## config.mk

```make
export PLATFORM = sky130hd
export DESIGN_NAME = btsl_ram
export DESIGN_NICKNAME = d
export VERILOG_FILES = /design/src/rtl/btsl_ram.sv
export SDC_FILE = /design/constraint.sdc
export NUM_CORES = 2
export LEC_CHECK = 0
export BUFFER_PORTS_ARGS = -buffer_cell sky130_fd_sc_hd__buf_2
export CORE_ASPECT_RATIO = 0.8
export CORE_MARGIN = 2
export CORE_UTILIZATION = 45
export CTS_CLUSTER_DIAMETER = 150
export DETAILED_ROUTE_END_ITERATION = 16
export GPL_TIMING_DRIVEN = 0
export PLACE_DENSITY_LB_ADDON = 0.25
export SYNTH_ARGS = -nofsm -noshare
export SYNTH_HDL_FRONTEND = slang
export SYNTH_SLANG_ARGS = --single-unit
```

## constraint.sdc

```tcl
create_clock -name clk_i -period 2.28 [get_ports clk_i]
set_input_delay 0.228 -clock clk_i [delete_from_list [all_inputs] [get_ports clk_i]]
set_output_delay 0.228 -clock clk_i [all_outputs]
set_load 0.02 [all_outputs]
```

## src/rtl/btsl_ram.sv

```systemverilog
// btsl_ram: generic single write port, single read port ram with registered read
// no package dependencies
`timescale 1ns / 1ps

module btsl_ram #(
  parameter int WIDTH = 16,
  parameter int DEPTH = 256
) (
  input  logic                     clk_i,
  input  logic                     we_i,
  input  logic [$clog2(DEPTH)-1:0] waddr_i,
  input  logic [WIDTH-1:0]         wdata_i,
  input  logic                     re_i,
  input  logic [$clog2(DEPTH)-1:0] raddr_i,
  output logic [WIDTH-1:0]         rdata_o
);

  logic [WIDTH-1:0] mem [DEPTH];
  logic [WIDTH-1:0] rdata_q;

  // write port
  always_ff @(posedge clk_i) begin
    if (we_i) begin
      mem[waddr_i] <= wdata_i;
    end
  end

  // registered read, held while no read is issued
  always_ff @(posedge clk_i) begin
    if (re_i) begin
      rdata_q <= mem[raddr_i];
    end
  end

  assign rdata_o = rdata_q;

endmodule

```

# Word-level counts from Yosys, hierarchy flattened
# Memories as Yosys holds them, arrays and structs flattened. A register that Yosys moved wholly into a read port is not among the register bits.
# Cells that the tools add are included.
[word_totals]
word_cells = 3
n_memories = 1
inputBits = 35
register_bits = 0
out_inout_bits = 16
ramBits = 4096
[op_classes]
muxes = 2
[memory_table]
columns = ["memory", "words", "width", "rd", "rd_clocked_by_memory_dff", "wr", "line", "source"]
rows = [
  ["mem", 256, 16, 1, 1, 1, "18", "logic [WIDTH-1:0] mem [DEPTH];"],
]
[ops]
columns = ["op", "n"]
rows = [
  ["$mux 1", 2],
]

# Longest topological paths before layout
[depth]
ltp_word = 2
mapped_depth = 12
depth_no_buf = 6

# Least setup slack after synthesis
# OpenSTA, ideal clock, no wires.
[synth_timing]
path_kind = "in2reg"
from = "input port raddr_i[0]"
to = "register rdata_q[4], in the netlist rdata_o[4], read port of mem, data pin"
n_path_buf = 3
required_ns = 2.015
path_stages = 8
slack_ns = -0.197
arrival_ns = 2.212
setup_ns = 0.265
path_cell_list = "buf_6 -> buf_6 -> buf_2 -> mux4_2 -> mux4_2 -> a22o_1 -> o32ai_2 -> nor4_2"
[synth_rtl]
columns = ["item", "line", "source"]
rows = [
  ["start: declaration", "14", "input logic [$clog2(DEPTH)-1:0] raddr_i,"],
  ["end: declaration", "19", "logic [WIDTH-1:0] rdata_q;"],
]

==> flow_summary_export.csv <==
group,metric,value,unit
cts,cts_made_buffers,400,
timing,setup_repair_after_global_routing_missed_its_margin,"yes",
logic_synthesis,asyncSetResetFlopFracSynth,0,%
floorplan,die_x,668.3,um
floorplan,floorplan.rows,195,
timing,max_freq,0.3411,GHz
placement,buffer_ports.inserted,40,
timing,worst-slew-pin-transition,1372,ps
floorplan,coreArea,352100,um2
power_and_ir_drop,power.share.clock,40.9,%
layout,area_growth,17.69,%
critical_path,worstReg2RegStart,"mem[23][3]",
layout,drive_gt1_share,31.53,%
floorplan,floorplan.die_area,357900,um2
critical_path,timing.setup.critical_path_class,"input pin to flip-flop",
logic_synthesis,syn_nets,7395,
cts,clkSinkCount,4112,
cts,worstSkewPairLatency,970,ps
global_route,grt_max_degree,153,
placement,hpwlAfterDp,347600,um
global_route,global_route.overflow_total,0,
logic_synthesis,synth_cell_types,51,
global_route,vias_in_the_first_global_route,80250,
layout,final_core_util,53.11,%
power_and_ir_drop,design_power_total,158.6,mW
logic_synthesis,synthesis.area,158900,um2
run_status,failed_checks,"negative setup slack",
floorplan,chipHeight,535.5,um
critical_path,cp-endpoint,"rdata_o[1]",
power_and_ir_drop,internal_power,122.7,mW
power_and_ir_drop,power_frac_seq,52.6,%
critical_path,worst_ep_arrival_time,3610,ps
timing,setup_tns,-11210,ps
cts,maximum_clock_insertion_buffer_count,4,
critical_path,worstSetupEndpointType,"flip-flop",
timing,layout_setup_ws,-651.7,ps
layout,post_layout_nonfiller_instances,13150,
global_route,antenna_found_initial,33,
routing,detail_route.wl_per_cell,38.49,um
critical_path,top_fanout_value_on_the_critical_path,10,
critical_path,setup.worst_path.start,"raddr_i[4]",
timing,max_slew_margin,8.509,%
floorplan,floorplan.io_pins,51,
floorplan,initial_utilization,45.13,%
run,drv_cap,0,
routing,final_antenna_net_count,0,
placement,post-place-cells,12380,
timing,min_period_over_period,128.6,%
critical_path,crit-reg2reg-capture,"rdata_o[3]",
timing,final-max-slew-violation-count,0,
logic_synthesis,postSynthAreaPerCell,21.59,um2
power_and_ir_drop,power.switching_fraction,22.62,%
logic_synthesis,synth_enable_flop_cells,4112,
logic_synthesis,synth.yosys.seq_area_share,77.72,%
power_and_ir_drop,max-vdd-ir-drop,0.6230,mV
logic_synthesis,predominant_post_synthesis_flop_cell,"sky130_fd_sc_hd__edfxtp_1",
layout,nets,8128,
cts,clk_transition_reported_paths,60,ps
critical_path,regToRegSetupSlack,-530,ps
critical_path,reg2regPathDepth,5,
power_and_ir_drop,power_frac_comb,6.5,%
timing,finalSetupViolations,110,
cts,tritoncts,"yes",
global_route,grt_pass1_wl,680100,um
routing,drt-initial-drc-count,14390,
routing,wirelength,506200,um
cts,clock_tree.htree_level_count,5,
routing,detail_route.drc_violations,0,
logic_synthesis,synthCells,7360,
timing,final.setup_skew,33.47,ps
critical_path,worstPathRequired,2960,ps
timing,final_period_minus_worst_setup_slack,2932,ps
timing,timing_hold_violations_final,0,
global_route,global_route.usage.total,27.97,%
routing,routed-via-count,84510,
min_path,hold_path_class,"input pin to flip-flop",
critical_path,critPathLaunchType,"input pin",
placement,routabilityCongestion,1.052,
run_status,outcome,"finished with violations",
power_and_ir_drop,p_per_area,848.1,nW/um2
routing,detailedRoute.firstPassIterationCount,6,
power_and_ir_drop,static-leakage-power,58.79,nW
power_and_ir_drop,p_switching,35.87,mW
routing,viasPerCell,6.427,
logic_synthesis,synth-seq-cells,4112,
cts,cts-root-buf,"sky130_fd_sc_hd__clkbuf_16",
logic_synthesis,yosys_warnings,0,
==> stage by stage <==
| stage | hold slack, ps | instance area (um2) | worst slack (ps) |
|---|---|---|---|
| 2_1_floorplan | 326.9 | 159200 | -113.0 |
| 3_3_place_gp | 642.9 | 165300 | -5191 |
| 3_5_place_dp | 467.5 | 170700 | -4211 |
| 4_1_cts | 32.02 | 186000 | -498.0 |
| 5_1_grt | 28.87 | 187000 | -494.2 |
| 6_report | 49.85 | 187000 | -651.7 |
==> state kept, by name, summed over array words and instances (netlist names) <==
signal,count
mem,4096
rdata_o,16
==> cells in the mapped netlist (2+ instances only) <==
library cell,n,area share (%)
sky130_fd_sc_hd__edfxtp_1,4112,78
sky130_fd_sc_hd__mux4_2,797,11
sky130_fd_sc_hd__mux2i_1,565,3.6
sky130_fd_sc_hd__nor2_1,304,0.72
sky130_fd_sc_hd__o221ai_1,252,1.4
sky130_fd_sc_hd__clkbuf_1,230,0.54
sky130_fd_sc_hd__a21oi_1,175,0.55
sky130_fd_sc_hd__o22ai_1,148,0.58
sky130_fd_sc_hd__nor3_1,92,0.29
sky130_fd_sc_hd__mux2_2,88,0.62
sky130_fd_sc_hd__buf_6,77,0.55
sky130_fd_sc_hd__buf_2,76,0.24
sky130_fd_sc_hd__a22oi_1,43,0.20
sky130_fd_sc_hd__nand2_1,38,0.090
sky130_fd_sc_hd__o21ai_0,37,0.12
sky130_fd_sc_hd__nand3_1,35,0.11
sky130_fd_sc_hd__a22o_1,32,0.18
sky130_fd_sc_hd__a221oi_1,28,0.15
sky130_fd_sc_hd__buf_1,27,0.064
sky130_fd_sc_hd__buf_4,26,0.12
sky130_fd_sc_hd__nand4_1,26,0.10
sky130_fd_sc_hd__o32ai_1,20,0.11
sky130_fd_sc_hd__a211oi_1,18,0.085
sky130_fd_sc_hd__nor4_1,17,0.067
sky130_fd_sc_hd__o31ai_1,16,0.076
sky130_fd_sc_hd__and3_1,11,0.043
sky130_fd_sc_hd__buf_8,11,0.10
sky130_fd_sc_hd__nor2b_1,9,0.035
sky130_fd_sc_hd__a2111oi_0,6,0.033
sky130_fd_sc_hd__a31oi_1,6,0.024
sky130_fd_sc_hd__buf_12,5,0.063
sky130_fd_sc_hd__or2_2,4,0.016
sky130_fd_sc_hd__inv_1,3,0.0071
sky130_fd_sc_hd__nand2b_1,3,0.012
sky130_fd_sc_hd__nand4b_1,3,0.017
sky130_fd_sc_hd__a21o_1,2,0.0094
sky130_fd_sc_hd__and4_1,2,0.011
sky130_fd_sc_hd__nor4bb_1,2,0.013
sky130_fd_sc_hd__or3_1,2,0.0079
==> layer usage <==
metal / vias up / global-route usage [%] / routed length, um
met5: - / 0.02665 / 208
met4: 8 / 9.184 / 19060
met3: 796 / 9.846 / 73140
met2: 5812 / 38.44 / 210800
met1: 45030 / 41.59 / 203000
li1: 32870 / - / -
==> final cells by class <==
cell class              count  area, um2
fillers                 26620     165100
diodes                      9      22.52
clock inverters           215       2167
flip-flops and latches   4112     123500
clock buffers             507      10450
plain buffers             452       3630
multi-input cells        2792      36040
well taps                4728       5916
repair buffers            331       5249
inverters                   4      21.27
==> worst min path at each step <==
stage	start	end	cells past startpoint
CTS	wdata_i[15]	mem[39][15]	2
finish	waddr_i[1]	mem[7][6]	4
global placement	re_i	rdata_o[2]	1
detailed placement	wdata_i[15]	mem[37][15]	1
global route	waddr_i[1]	mem[7][6]	4
floorplan	wdata_i[0]	mem[0][0]	0
==> kinds of logic after synthesis <==
group	share of synthesized area [%]
AO/OA/AOI/OAI	3.534
buffers and inverters	1.692
flip-flops	77.72
multiplexers	15.48
AND/OR/NAND/NOR	1.573
==> critical path: stages <==
cell and delay, ps:
sky130_fd_sc_hd__clkbuf_2 460, sky130_fd_sc_hd__clkbuf_2 480, sky130_fd_sc_hd__clkbuf_4 450, sky130_fd_sc_hd__clkbuf_2 530, sky130_fd_sc_hd__o21ai_0 230, sky130_fd_sc_hd__a22oi_2 380, sky130_fd_sc_hd__nand4_1 250, sky130_fd_sc_hd__nor4_4 550
==> power by group through the flow <==
stage               Sequential [mW]  Clock (mW)  Combinational [mW]
floorplan                      85.1           0                4.19
global placement               85.4           0                8.78
detailed placement             85.0           0                9.25
CTS                            83.4        65.4                9.84
global route                   83.4        68.2                10.4
finish                         83.4        64.9                10.3
==> cells in the final DEF, fill, tap and decap left out, types with 36 or more instances in the layout <==
cell / netlist / routed
sky130_fd_sc_hd__buf_16: 0 / 61
sky130_fd_sc_hd__mux4_2: 797 / 797
sky130_fd_sc_hd__o221ai_1: 252 / 184
sky130_fd_sc_hd__nor2_4: 0 / 61
sky130_fd_sc_hd__o221ai_2: 1 / 68
sky130_fd_sc_hd__clkinv_2: 0 / 62
sky130_fd_sc_hd__buf_8: 11 / 202
sky130_fd_sc_hd__clkbuf_1: 230 / 183
sky130_fd_sc_hd__nor2_1: 304 / 45
sky130_fd_sc_hd__mux2i_1: 565 / 565
sky130_fd_sc_hd__buf_2: 76 / 63
sky130_fd_sc_hd__clkbuf_16: 0 / 402
sky130_fd_sc_hd__edfxtp_1: 4112 / 4112
sky130_fd_sc_hd__clkbuf_2: 0 / 88
sky130_fd_sc_hd__clkinv_1: 0 / 88
sky130_fd_sc_hd__a21oi_1: 175 / 148
sky130_fd_sc_hd__nor2_2: 0 / 198
sky130_fd_sc_hd__clkbuf_4: 0 / 50
sky130_fd_sc_hd__o22ai_1: 148 / 129
sky130_fd_sc_hd__nand2_1: 38 / 36
sky130_fd_sc_hd__buf_12: 5 / 44
sky130_fd_sc_hd__buf_4: 26 / 86
sky130_fd_sc_hd__buf_6: 77 / 84
sky130_fd_sc_hd__mux2_2: 88 / 88
sky130_fd_sc_hd__nor3_1: 92 / 36
==> what timing repair did <==
action                                   CTS  global route
cloned                                     0             0
pin swaps                                 26            36
buffers inserted                           4            21
hold buffers                              17             0
hold endpoints to repair                1545             0
gates resized for setup                  581           213
endpoints found under the setup margin   831          1241
No activity file was read; power rests on OpenSTA's default activity.
